`config.mk`:
```
export PLATFORM = sky130hd
export DESIGN_NAME = latency_budget_controller_core
export DESIGN_NICKNAME = d
export VERILOG_FILES = /design/src/lbc_pkg.sv /design/src/lbc_root_unit.sv /design/src/latency_budget_controller_core.sv
export SDC_FILE = /design/constraint.sdc
export NUM_CORES = 2
export LEC_CHECK = 0
export BUFFER_PORTS_ARGS = -buffer_cell sky130_fd_sc_hd__buf_2
export CORE_UTILIZATION = 30
export CTS_BUF_LIST = sky130_fd_sc_hd__clkbuf_16
export DETAILED_ROUTE_END_ITERATION = 8
export SETUP_SLACK_MARGIN = 0.1
export SLEW_MARGIN = 20
export SYNTH_ARGS = -nofsm -noshare
export SYNTH_HDL_FRONTEND = slang
export SYNTH_SLANG_ARGS = --single-unit
```
`constraint.sdc`:
```
create_clock -name clk_i -period 35 [get_ports clk_i]
set_input_delay 3.5 -clock clk_i [delete_from_list [all_inputs] [get_ports clk_i]]
set_output_delay 3.5 -clock clk_i [all_outputs]
set_load 0.05 [all_outputs]
```
`src/lbc_pkg.sv`:
```
`timescale 1ns / 1ps
// ----------------------------------------------------------------------------
// lbc_pkg: shared types and constants of the latency budget controller
// Word layouts, register indexes, operation codes and fixed-point constants.
// ----------------------------------------------------------------------------
package lbc_pkg;

  localparam int CfgIdxW  = 3;
  localparam int CfgDataW = 24;

  typedef enum logic [CfgIdxW-1:0] {
    CFG_EMA_ALPHA       = 3'd0,
    CFG_BASE_OPS        = 3'd1,
    CFG_TARGET_LATENCY  = 3'd2,
    CFG_HEADROOM        = 3'd3,
    CFG_LOAD_HARD_LIMIT = 3'd4,
    CFG_LOAD_SOFT_LIMIT = 3'd5,
    CFG_HOT_FLOOR_OPS   = 3'd6,
    CFG_MIN_OPS         = 3'd7
  } lbc_cfg_e;

  typedef enum logic [1:0] {
    OP_OBSERVE  = 2'd0,
    OP_SET_LOAD = 2'd1,
    OP_QUERY    = 2'd2
  } lbc_op_e;

  typedef struct packed {
    logic [1:0]  operation;
    logic [23:0] latency_sample;
    logic [15:0] load_sample;
    logic        hot_query;
  } lbc_in_t;

  typedef struct packed {
    logic [31:0] op_quota;
    logic [23:0] batch_quota;
    logic        refine_allowed;
    logic        tight;
  } lbc_out_t;

  // request to and response from the divide / square root unit
  typedef struct packed {
    logic        start;
    logic [23:0] dividend;
    logic [23:0] divisor;
  } lbc_root_req_t;

  typedef struct packed {
    logic        done;
    logic [15:0] root;
  } lbc_root_rsp_t;

  // register reset values
  localparam logic [16:0] AlphaReset    = 17'd6554;
  localparam logic [23:0] BaseOpsReset  = 24'd2000;
  localparam logic [23:0] TargetReset   = 24'd2560;
  localparam logic [15:0] HeadroomReset = 16'd384;
  localparam logic [14:0] HardReset     = 15'd23040;
  localparam logic [14:0] SoftReset     = 15'd17920;
  localparam logic [23:0] HotFloorReset = 24'd500;
  localparam logic [23:0] MinOpsReset   = 24'd100;

  // fixed-point constants
  localparam logic [16:0] AlphaOne      = 17'h10000;  // 1.0 in Q0.16
  localparam logic [16:0] AlphaDefault  = 17'd6554;   // 0.1 in Q0.16
  localparam logic [14:0] LoadMax       = 15'd25600;  // 100 percent
  localparam logic [15:0] SoftFactor    = 16'd39322;  // 0.6 in Q0.16
  localparam int          BucketDiv     = 500;
  localparam int          RecipShift    = 40;
  localparam logic [31:0] BucketRecip   = 32'd2199023255;  // floor(2^40 / 500)
  localparam int          RefineMarginMs = 1;
  localparam logic [24:0] RefineMargin  = 25'(RefineMarginMs * 256);

endpackage

```
`src/lbc_root_unit.sv`:
```
`timescale 1ns / 1ps
// ----------------------------------------------------------------------------
// lbc_root_unit: iterative sqrt of a scaled quotient
// Computes floor(sqrt(floor(dividend * 2^32 / divisor))) with one shared
// subtractor: 32 restoring divide steps, then 16 square root steps.
// ----------------------------------------------------------------------------
module lbc_root_unit
  import lbc_pkg::*;
(
  input  logic          clk_i,
  input  logic          rst_ni,
  input  lbc_root_req_t req_i,
  output lbc_root_rsp_t rsp_o
);

  typedef enum logic [1:0] {
    P_IDLE,
    P_DIV,
    P_SQRT
  } phase_e;

  phase_e      phase_q;
  logic [4:0]  count_q;
  logic [23:0] rem_q, rem_d;
  logic [23:0] divisor_q;
  logic [31:0] work_q, work_d;
  logic [15:0] root_q, root_d;
  logic        done_q;

  logic [25:0] sub_a, sub_b;
  logic [26:0] diff;
  logic        borrow;

  // shared subtractor, operands set by phase
  always_comb begin
    sub_a = '0;
    sub_b = '0;
    case (phase_q)
      P_DIV: begin
        sub_a = {1'b0, rem_q, 1'b0};
        sub_b = {2'b00, divisor_q};
      end
      P_SQRT: begin
        sub_a = {6'b0, rem_q[17:0], work_q[31:30]};
        sub_b = {8'b0, root_q, 2'b01};
      end
      default: begin
      end
    endcase
    diff   = {1'b0, sub_a} - {1'b0, sub_b};
    borrow = diff[26];
  end

  always_comb begin
    rem_d  = rem_q;
    work_d = work_q;
    root_d = root_q;
    case (phase_q)
      P_DIV: begin
        rem_d  = borrow ? sub_a[23:0] : diff[23:0];
        work_d = {work_q[30:0], ~borrow};
      end
      P_SQRT: begin
        rem_d  = {6'b0, (borrow ? sub_a[17:0] : diff[17:0])};
        work_d = {work_q[29:0], 2'b00};
        root_d = {root_q[14:0], ~borrow};
      end
      default: begin
      end
    endcase
  end

  always_ff @(posedge clk_i or negedge rst_ni) begin
    if (!rst_ni) begin
      phase_q   <= P_IDLE;
      count_q   <= '0;
      rem_q     <= '0;
      divisor_q <= '0;
      work_q    <= '0;
      root_q    <= '0;
      done_q    <= 1'b0;
    end else begin
      // pulse after the last root step
      done_q <= (phase_q == P_SQRT) && (count_q == '0);
      case (phase_q)
        P_IDLE: begin
          if (req_i.start) begin
            rem_q     <= req_i.dividend;
            divisor_q <= req_i.divisor;
            work_q    <= '0;
            count_q   <= 5'd31;
            phase_q   <= P_DIV;
          end
        end
        P_DIV: begin
          work_q <= work_d;
          if (count_q == '0) begin
            // quotient complete: restart the remainder for the root
            rem_q   <= '0;
            root_q  <= '0;
            count_q <= 5'd15;
            phase_q <= P_SQRT;
          end else begin
            rem_q   <= rem_d;
            count_q <= count_q - 5'd1;
          end
        end
        P_SQRT: begin
          rem_q   <= rem_d;
          work_q  <= work_d;
          root_q  <= root_d;
          count_q <= count_q - 5'd1;
          if (count_q == '0) begin
            phase_q <= P_IDLE;
          end
        end
        default: phase_q <= P_IDLE;
      endcase
    end
  end

  assign rsp_o.done = done_q;
  assign rsp_o.root = root_q;

endmodule

```
`src/latency_budget_controller_core.sv`:
```
`timescale 1ns / 1ps
// Query path: over target a query waits on the root unit (32 divide and 16
// root steps); a load at or above the soft limit but under the hard one adds
// S_SOFT. An observe seeds a zero average, else runs S_OBS_A, S_OBS_B, S_OBS_C.
// Throughput: one word at a time; the next word is taken the cycle after the
// result register loads, so a waiting result holds the core.
// Reset: asynchronous, active low; registers to defaults, average and load zero.
// ----------------------------------------------------------------------------
// latency_budget_controller_core: adaptive work-budget controller
// Sequencer around a shared multiplier and an iterative divide/root unit.
// ----------------------------------------------------------------------------
module latency_budget_controller_core
  import lbc_pkg::*;
(
  input  logic                clk_i,
  input  logic                rst_ni,
  input  logic                in_valid_i,
  output logic                in_stall_o,
  input  lbc_in_t             in_data_i,
  output logic                out_valid_o,
  input  logic                out_stall_i,
  output lbc_out_t            out_data_o,
  input  logic                cfg_we_i,
  input  logic [CfgIdxW-1:0]  cfg_index_i,
  input  logic [CfgDataW-1:0] cfg_data_i
);

  typedef enum logic [3:0] {
    S_IDLE,
    S_OBS_A,
    S_OBS_B,
    S_OBS_C,
    S_Q_START,
    S_ROOT,
    S_LOAD,
    S_SOFT,
    S_BASE,
    S_CAP,
    S_RND,
    S_RECIP,
    S_QEST,
    S_FIX
  } state_e;

  // configuration
  logic [16:0] alpha_q;
  logic [23:0] base_q, target_q, hot_floor_q, min_ops_q;
  logic [15:0] headroom_q;
  logic [14:0] hard_q, soft_q;

  always_ff @(posedge clk_i or negedge rst_ni) begin
    if (!rst_ni) begin
      alpha_q     <= AlphaReset;
      base_q      <= BaseOpsReset;
      target_q    <= TargetReset;
      headroom_q  <= HeadroomReset;
      hard_q      <= HardReset;
      soft_q      <= SoftReset;
      hot_floor_q <= HotFloorReset;
      min_ops_q   <= MinOpsReset;
    end else if (cfg_we_i) begin
      case (lbc_cfg_e'(cfg_index_i))
        CFG_EMA_ALPHA:       alpha_q     <= cfg_data_i[16:0];
        CFG_BASE_OPS:        base_q      <= cfg_data_i;
        CFG_TARGET_LATENCY:  target_q    <= cfg_data_i;
        CFG_HEADROOM:        headroom_q  <= cfg_data_i[15:0];
        CFG_LOAD_HARD_LIMIT: hard_q      <= cfg_data_i[14:0];
        CFG_LOAD_SOFT_LIMIT: soft_q      <= cfg_data_i[14:0];
        CFG_HOT_FLOOR_OPS:   hot_floor_q <= cfg_data_i;
        CFG_MIN_OPS:         min_ops_q   <= cfg_data_i;
        default: begin
        end
      endcase
    end
  end

  state_e      state_q;
  lbc_in_t     item_q;
  logic [23:0] avg_q;
  logic [14:0] load_q;
  logic [23:0] scale_q;
  logic [63:0] product_q;
  logic [40:0] acc_q;
  logic [47:0] ops_q;
  logic [31:0] r_q;
  logic [23:0] q_q;
  logic        refine_q, tight_q;
  logic        out_valid_q;
  lbc_out_t    out_data_q;

  lbc_root_req_t root_req;
  lbc_root_rsp_t root_rsp;

  lbc_root_unit u_root (
    .clk_i  (clk_i),
    .rst_ni (rst_ni),
    .req_i  (root_req),
    .rsp_o  (root_rsp)
  );

  logic        in_accept;
  logic [16:0] alpha_eff, alpha_rest;
  logic [23:0] ema_w;
  logic        over_w, hard_w, soft_w;
  logic [14:0] load_clamped;
  logic [40:0] obs_sum;
  logic [24:0] hard_sum;
  logic [40:0] soft_sum;
  logic [47:0] floor_w, cap_w, ops_min;
  logic [48:0] rnd_sum;
  logic [31:0] r_w;
  logic [31:0] rem_w;
  logic [23:0] q_fix, bucket_w;
  logic        out_free;

  assign in_accept = in_valid_i && !in_stall_o;

  always_comb begin
    alpha_eff    = (alpha_q == '0 || alpha_q > AlphaOne) ? AlphaDefault : alpha_q;
    alpha_rest   = AlphaOne - alpha_eff;
    ema_w        = (avg_q != '0) ? avg_q : target_q;
    over_w       = ema_w > target_q;
    hard_w       = load_q >= hard_q;
    soft_w       = load_q >= soft_q;
    load_clamped = (in_data_i.load_sample > {1'b0, LoadMax}) ? LoadMax
                                                             : in_data_i.load_sample[14:0];
    obs_sum      = acc_q + product_q[40:0] + 41'd32768;
    hard_sum     = {1'b0, scale_q} + 25'd2;
    soft_sum     = product_q[40:0] + 41'd32768;
    floor_w      = {8'b0, (item_q.hot_query ? hot_floor_q : min_ops_q), 16'b0};
    cap_w        = {product_q[39:0], 8'b0};
    ops_min      = (ops_q > cap_w) ? cap_w : ops_q;
    rnd_sum      = {1'b0, ops_min} + 49'd32768;
    // saturate, then hold at least one
    if (rnd_sum[48]) begin
      r_w = '1;
    end else if (rnd_sum[47:16] == '0) begin
      r_w = 32'd1;
    end else begin
      r_w = rnd_sum[47:16];
    end
    rem_w    = r_q - product_q[31:0];
    q_fix    = (rem_w >= 32'(BucketDiv)) ? q_q + 24'd1 : q_q;
    bucket_w = (q_fix == '0) ? 24'd1 : q_fix;
    out_free = !out_valid_q || !out_stall_i;
  end

  assign root_req.start    = (state_q == S_Q_START) && over_w;
  assign root_req.dividend = target_q;
  assign root_req.divisor  = ema_w;

  // shared multiplier operand select
  logic        mul_en;
  logic [31:0] mul_a, mul_b;

  always_comb begin
    mul_en = 1'b0;
    mul_a  = '0;
    mul_b  = '0;
    case (state_q)
      S_OBS_A: begin
        mul_en = 1'b1;
        mul_a  = {15'b0, alpha_eff};
        mul_b  = {8'b0, item_q.latency_sample};
      end
      S_OBS_B: begin
        mul_en = 1'b1;
        mul_a  = {15'b0, alpha_rest};
        mul_b  = {8'b0, avg_q};
      end
      S_LOAD: begin
        mul_en = !hard_w && soft_w;
        mul_a  = {8'b0, scale_q};
        mul_b  = {16'b0, SoftFactor};
      end
      S_BASE: begin
        mul_en = 1'b1;
        mul_a  = {8'b0, base_q};
        mul_b  = {8'b0, scale_q};
      end
      S_CAP: begin
        mul_en = 1'b1;
        mul_a  = {8'b0, base_q};
        mul_b  = {16'b0, headroom_q};
      end
      S_RECIP: begin
        mul_en = 1'b1;
        mul_a  = r_q;
        mul_b  = BucketRecip;
      end
      S_QEST: begin
        mul_en = 1'b1;
        mul_a  = {8'b0, product_q[63:RecipShift]};
        mul_b  = 32'(BucketDiv);
      end
      default: begin
      end
    endcase
  end

  always_ff @(posedge clk_i or negedge rst_ni) begin
    if (!rst_ni) begin
      state_q     <= S_IDLE;
      item_q      <= '0;
      avg_q       <= '0;
      load_q      <= '0;
      scale_q     <= '0;
      product_q   <= '0;
      acc_q       <= '0;
      ops_q       <= '0;
      r_q         <= '0;
      q_q         <= '0;
      refine_q    <= 1'b0;
      tight_q     <= 1'b0;
      out_valid_q <= 1'b0;
      out_data_q  <= '0;
    end else begin
      if (mul_en) begin
        product_q <= mul_a * mul_b;
      end
      // the final query step loads the result register itself
      if (out_valid_q && !out_stall_i && state_q != S_FIX) begin
        out_valid_q <= 1'b0;
      end
      case (state_q)
        S_IDLE: begin
          if (in_accept) begin
            item_q <= in_data_i;
            case (in_data_i.operation)
              OP_OBSERVE: begin
                if (avg_q == '0) begin
                  avg_q <= in_data_i.latency_sample;
                end else begin
                  state_q <= S_OBS_A;
                end
              end
              OP_SET_LOAD: load_q  <= load_clamped;
              OP_QUERY:    state_q <= S_Q_START;
              default: begin
              end
            endcase
          end
        end
        S_OBS_A: state_q <= S_OBS_B;
        S_OBS_B: begin
          acc_q   <= product_q[40:0];
          state_q <= S_OBS_C;
        end
        S_OBS_C: begin
          avg_q   <= obs_sum[39:16];
          state_q <= S_IDLE;
        end
        S_Q_START: begin
          refine_q <= (({1'b0, ema_w} + RefineMargin) < {1'b0, target_q}) && !soft_w;
          tight_q  <= over_w || soft_w;
          if (over_w) begin
            state_q <= S_ROOT;
          end else begin
            scale_q <= {headroom_q, 8'b0};
            state_q <= S_LOAD;
          end
        end
        S_ROOT: begin
          if (root_rsp.done) begin
            scale_q <= {8'b0, root_rsp.root};
            state_q <= S_LOAD;
          end
        end
        S_LOAD: begin
          if (hard_w) begin
            scale_q <= {1'b0, hard_sum[24:2]};
            state_q <= S_BASE;
          end else if (soft_w) begin
            state_q <= S_SOFT;
          end else begin
            state_q <= S_BASE;
          end
        end
        S_SOFT: begin
          scale_q <= soft_sum[39:16];
          state_q <= S_BASE;
        end
        S_BASE: state_q <= S_CAP;
        S_CAP: begin
          // raise to the floor
          ops_q   <= (product_q[47:0] < floor_w) ? floor_w : product_q[47:0];
          state_q <= S_RND;
        end
        S_RND: begin
          r_q     <= r_w;
          state_q <= S_RECIP;
        end
        S_RECIP: state_q <= S_QEST;
        S_QEST: begin
          q_q     <= product_q[63:RecipShift];
          state_q <= S_FIX;
        end
        S_FIX: begin
          // hold until the output register is free
          if (out_free) begin
            out_valid_q                <= 1'b1;
            out_data_q.op_quota        <= r_q;
            out_data_q.batch_quota     <= bucket_w;
            out_data_q.refine_allowed  <= refine_q;
            out_data_q.tight           <= tight_q;
            state_q                    <= S_IDLE;
          end
        end
        default: state_q <= S_IDLE;
      endcase
    end
  end

  assign in_stall_o  = (state_q != S_IDLE);
  assign out_valid_o = out_valid_q;
  assign out_data_o  = out_data_q;

`ifndef SYNTHESIS
  a_root_done_expected: assert property (@(posedge clk_i) disable iff (!rst_ni)
    root_rsp.done |-> state_q == S_ROOT)
    else $error("root unit finished outside of a query");

  a_budget_nonzero: assert property (@(posedge clk_i) disable iff (!rst_ni)
    out_valid_o |-> (out_data_o.op_quota != '0 && out_data_o.batch_quota != '0))
    else $error("budget word carries a zero budget");

  a_result_from_query: assert property (@(posedge clk_i) disable iff (!rst_ni)
    $rose(out_valid_o) |-> $past(state_q == S_FIX))
    else $error("result word raised outside the final query step");

  a_query_starts: assert property (@(posedge clk_i) disable iff (!rst_ni)
    (in_valid_i && !in_stall_o && in_data_i.operation == OP_QUERY) |=>
      state_q == S_Q_START)
    else $error("accepted query did not start");
`endif

endmodule
```
== Word-level counts from Yosys, hierarchy flattened ==
Index checks and enable logic that the tools add are counted.

* Bits in registers: 624
* Bits of input ports: 75
* Logic and storage cells: 198

* Add/subtract/negate cells: 11
* Multiply operators: 1
* $lt $le $gt $ge: 9
* Eq/ne operators: 37
* Muxes and demuxes: 53
* Bitwise logic cells: 1
* Reductions and logical operators: 53

{| class="wikitable"
|+ Operators with widths
! kind !! number
|-
| two-way mux 24 bit || 14
|-
| case mux 32 bit (7 select lines) || 1
|-
| case mux 32 bit (6 select lines) || 1
|-
| two-way mux 32 bit || 4
|-
| two-way mux 48 bit || 2
|-
| case mux 24 bit (2 select lines) || 2
|-
| case mux 24 bit (4 select lines) || 1
|-
| adder 40 x 16 -> 40 bit (second input constant) || 2
|-
| case mux 24 bit (3 select lines) || 1
|-
| multiplier 32 x 32 -> 64 bit || 1
|-
| case mux 32 bit (2 select lines) || 1
|-
| case mux 4 bit (13 select lines) || 1
|-
| case mux 25 bit (2 select lines) || 1
|-
| adder 48 x 16 -> 49 bit (second input constant) || 1
|-
| > comparator 48 bit || 1
|-
| zero test 24 bit || 2
|-
| less-than comparator 48 x 40 -> 1 bit || 1
|-
| adder 40 bit || 1
|-
| greater-or-equal comparator 32 x 9 -> 1 bit (second input constant) || 1
|-
| zero test 32 bit || 1
|-
| case mux 16 bit (2 select lines) || 1
|-
| subtractor 32 bit || 1
|-
| greater-or-equal comparator 15 bit || 2
|-
| AND reduction 2 bit || 14
|-
| other kinds (54) || 107
|}

== Depth between registers and ports, before layout ==
* Depth after elaboration: 7
* Mapped depth: 53
* Gate-level depth less buffers: 51

== Modules after synthesis ==
From an unflattened synthesis, not the netlist that was laid out.

* Cell total of the unflattened synthesis: 7449
* Area total of the unflattened synthesis: 67161.9 sq um

{| class="wikitable"
|+ By module, submodules not included
! module !! instances !! cells an instance !! area an instance (sq um)
|-
| latency_budget_controller_core || 1 || 6801 || 60865.9
|-
| lbc_root_unit || 1 || 648 || 6296.0
|}

== Worst setup path before layout ==
OpenSTA, ideal clock, no wires.

* Path kind: register -> register
* Start: register alpha_q[2]
* End: register product_q[62]
* Data arrival time: 11.878 ns
* Required time: 34.868 ns
* Setup slack: 22.990 ns
* Stages on the path, launching flop included: 49
* Period minus slack after synthesis: 12.010 ns
* Cell sequence: dfrtp_1 -> nor3_1 -> nand2b_1 -> or3_1 -> nor2_1 -> and4b_1 -> ha_1 -> clkbuf_1 -> clkbuf_1 -> nor2_1 -> ha_1 -> inv_1 -> or3_1 -> or4_1 -> or4_1 -> nor3_2 -> nand2_1 -> xor2_1 -> [13 not listed] -> fa_1 -> inv_1 -> fa_1 -> inv_1 -> ha_1 -> a21o_1 -> a21o_1 -> a211oi_1 -> o31a_1 -> o21ai_2 -> o31a_1 -> a41o_1 -> a21o_1 -> a41oi_2 -> o21ai_1 -> a31oi_1 -> xor2_1 -> o21ai_1

* Word-level cells in the longest chain between the ends: 6
* Elaborated cells between the ends (all ways): 7
* Those cells by class: add/sub: 1; mul: 1; order compare: 1; mux: 2; reduce/logical: 2

{| class="wikitable"
|+ Ends and longest elaborated chain
! element !! RTL line !! source
|-
| start: declaration || latency_budget_controller_core.sv:46 || <nowiki>logic [16:0] alpha_q;</nowiki>
|-
| start signal: assignment || latency_budget_controller_core.sv:53 || <nowiki>alpha_q <= AlphaReset;</nowiki>
|-
| start signal: assignment || latency_budget_controller_core.sv:63 || <nowiki>CFG_EMA_ALPHA: alpha_q <= cfg_data_i[16:0];</nowiki>
|-
| > comparator 17 bit / zero test 17 bit (equally long branches) || latency_budget_controller_core.sv:119 || <nowiki>alpha_eff = (alpha_q == '0 || alpha_q > AlphaOne) ? AlphaDefault : alpha_q;</nowiki>
|-
| logical OR 1 bit || latency_budget_controller_core.sv:119 ||
|-
| two-way mux 17 bit * || latency_budget_controller_core.sv:119 ||
|-
| subtractor 17 bit || latency_budget_controller_core.sv:120 || <nowiki>alpha_rest = AlphaOne - alpha_eff;</nowiki>
|-
| case mux 32 bit (6 select lines) * || latency_budget_controller_core.sv:160 || <nowiki>case (state_q)</nowiki>
|-
| multiplier 32 x 32 -> 64 bit * || latency_budget_controller_core.sv:219 || <nowiki>product_q <= mul_a * mul_b;</nowiki>
|-
| end signal: assignment || latency_budget_controller_core.sv:219 ||
|-
| end: declaration || latency_budget_controller_core.sv:82 || <nowiki>logic [63:0] product_q;</nowiki>
|}

Mark *: on every way between the ends. The rest lies on a longest branch, timed or not.
A chain may end at the register's enable or synchronous reset.

== Worst setup path after layout ==
* Start: register alpha_q[2]
* End: register product_q[59]

The elaborated chain is that of the path after synthesis.

==> reports/results.ini <==
[outcome]
status = finished, final reports clean

[clock_network]
max-clock-path-buffers = 3
tritoncts = done
worst_skew_pair.late_latency_ns = 0.71
postCtsSetupRepairBufs = 0
cts_made_buffers = 76
post_cts.resized_instances = 0
cts.hold.buffers_added = 0
cts_num_sinks = 624
cts_root_buffer = clkbuf_16
htreeDepth = 3
clock_pin_transition_on_the_worst_setup_and_hold_timing_paths_ns = 0.06

[route]
antenna_violating_nets_post_route = 0
via_per_inst = 5.26
drtPass1Iterations = 6
drc = 0
vias = 55500
routed_wire_length_um = 252000
drtIter0Drc = 6071
routed_wire_length_per_instance_um = 23.9

[place]
place.detailed.hpwl_um = 198000
gp_routability_congestion = 1.02
place_area_mm2 = 0.0710
io_buffer_count = 134

[run]
timing.max_cap.violations = 0

[floorplanning]
placementRows = 172
core_mm2 = 0.220
top_level_ports = 135
initial_core_util = 0.302
dieArea_mm2 = 0.223
die_y_um = 472
die_w_um = 472

[timing]
final-setup-viol-count = 0
post-route-min-period_ns = 14.09
fin_worst_skew_ns = 0.0374
fmax_mhz = 71.0
grt_setup_unrepaired = no
hold_viol = 0
worst_pin_slew_ns = 1.20
final-max-slew-violation-count = 0
worst_max_slew_margin_expressed_relative_to_the_limit = 0.196
fin_crit_sh = 0.403
setup_total_negative_slack_ns = 0

[finish]
non_filler_cell_area_final_mm2 = 0.0736
area_growth_pct = 10.8
final_net_count = 8909
fin_util = 0.335
layout-drive-gt1-share = 0.0958

[yosys]
synth_top_cells_by_count = inv_1, nand2_1, fa_1
synthDominantAreaCellType = fa_1
synth_top_cells_by_area = fa_1, dfrtp_1, ha_1
post_synth.cell_area_avg_um2 = 8.95
synth-adder-area-share = 0.332
postSynthRegisterBits = 624
post_synth_and_or_nand_nor_area_fraction = 0.144
synth_top_area_share = 0.224
synthMostInstantiatedCell = inv_1
ys_types = 99
synth_enable_flop_cells = 0
synth_compound_gate_area_share = 0.122
netlist_area_mm2 = 0.0664
synth_async_sr_flop_share = 1.00
parity_gate_share_of_the_synthesized_area_counting_xor_and_xnor_cells = 0.0315
synth.yosys.warnings = 0
synth_cells = 7421
synth_seq_area_share = 0.236
yosys_most_used_dff = dfrtp_1
combinational_family_with_the_most_area_after_synthesis = adder cells
post_synth_mux_area_share = 0.0481

[global_routing]
grt_antenna_before_repair = 24
global_route.overflow_total = 0
grt_start_max_net_pins = 121
track_usage = 0.226
grt_pass1_vias = 55500
grt_pass1_wl_um = 374000

[setup_path]
r2r_depth = 47
crit_path_top_delay_cell = nand3_1
critical_path_at_ns = 14.63
critical_path.most_common_cell = fa_1
endpoint = product_q[59]$_DFFE_PN0P_
timing.critical_path.fanout_max = 18
timing_worst_setup_path_type = reg -> reg
destination_of_the_worst_register_to_register_timing_path = product_q[59]$_DFFE_PN0P_
worstSetupEndpointType = flip-flop
critical-path-max-stage-delay_ns = 0.62
setup.reg_to_reg.worst_slack_ns = 20.91
startpoint = alpha_q[2]$_DFFE_PN0P_
critical_path.reg2reg.startpoint = alpha_q[2]$_DFFE_PN0P_
timing.critical_path.from_type = flip-flop
req_time_crit_path_ns = 35.54

[worst_hold_path]
worst_hold_path_type = reg -> reg

[layout by cell type (no fill, tap or decap), drive strengths merged, types with 96 or more instances in the layout]
cell | synthesis | routed
a21o | 118 | 118
a21oi | 331 | 331
buf | 46 | 271
conb | 2 | 96
dfrtp | 591 | 591
fa | 744 | 744
ha | 570 | 570
inv | 1180 | 1197
mux2 | 209 | 209
nand2 | 961 | 961
nand3 | 148 | 148
nor2 | 623 | 623
o21ai | 348 | 348
xnor2 | 146 | 146
[routing by layer]
layer / vias to the layer above / global-route usage / share of wire
met4: 28 / 0.102 / 0.054
met5: - / 0 / 0.00078
met3: 583 / 0.0566 / 0.090
met2: 2409 / 0.338 / 0.43
met1: 28100 / 0.305 / 0.43
li1: 24300 / - / -
[final cells by class]
| class | count | area, µm² |
|---|---|---|
| fillers | 22600 | 146000 |
| multi-input cells | 5367 | 45500 |
| flip-flops and latches | 624 | 15700 |
| inverters | 1180 | 4430 |
| well taps | 2958 | 3700 |
| clock buffers | 78 | 1950 |
| repair buffers | 271 | 1750 |
| clock inverters | 62 | 559 |
| diodes | 7 | 17.5 |
[critical path: cells and delay by family, from the launching register on]
family | cells | cell delay, ns
and+or+nand+nor | 17 | 4.73
xor gates and xnor gates | 1 | 0.13
AOI/OAI and AO/OA | 11 | 2.77
buffers and inverters | 7 | 0.67
DFF | 1 | 0.41
adders and majority gates | 11 | 5.23
[per-stage QoR]
| stage | std cells | hold WS, ns | worst slack [ns] |
|---|---|---|---|
| after global routing | 10500 | 0.489 | 20.20 |
| after floorplan | 7515 | 0.430 | 22.99 |
| after CTS | 10500 | 0.459 | 21.14 |
| after global placement | 10400 | 0.449 | 21.42 |
| final | 10500 | 0.456 | 20.91 |
| after detailed placement | 10400 | 0.449 | 21.19 |
[registers in the layout (all words and copies together) (netlist names), 25 cells and up]
register,flops
acc_q,40
item_q,25
ops_q,48
out_data_o,58
product_q,64
r_q,32
u_root.work_q,32
[worst min-delay path by stage]
stage	from	endpoint	slack, ns	cells after the start
2_1_floorplan	ops_q[0]$_DFFE_PN0N_	ops_q[0]$_DFFE_PN0N_	0.43	2
3_3_place_gp	ops_q[0]$_DFFE_PN0N_	ops_q[0]$_DFFE_PN0N_	0.45	2
3_5_place_dp	ops_q[0]$_DFFE_PN0N_	ops_q[0]$_DFFE_PN0N_	0.45	2
4_1_cts	ops_q[0]$_DFFE_PN0N_	ops_q[0]$_DFFE_PN0N_	0.46	2
5_1_grt	ops_q[0]$_DFFE_PN0N_	ops_q[0]$_DFFE_PN0N_	0.49	2
6_report	ops_q[0]$_DFFE_PN0N_	ops_q[0]$_DFFE_PN0N_	0.46	2
[kinds of logic after synthesis]
family / Yosys count
AND/OR/NAND/NOR: 2177
buffers and inverters: 1524
adder cells (fa/ha/maj): 1314
AO/OA/AOI/OAI: 1248
flip-flops: 624
multiplexers: 293
XOR/XNOR: 239
other: 2
Power is left out: the tool's default activity adds up to more than one toggle a clock period on the data nets, which glitch-free logic cannot reach.
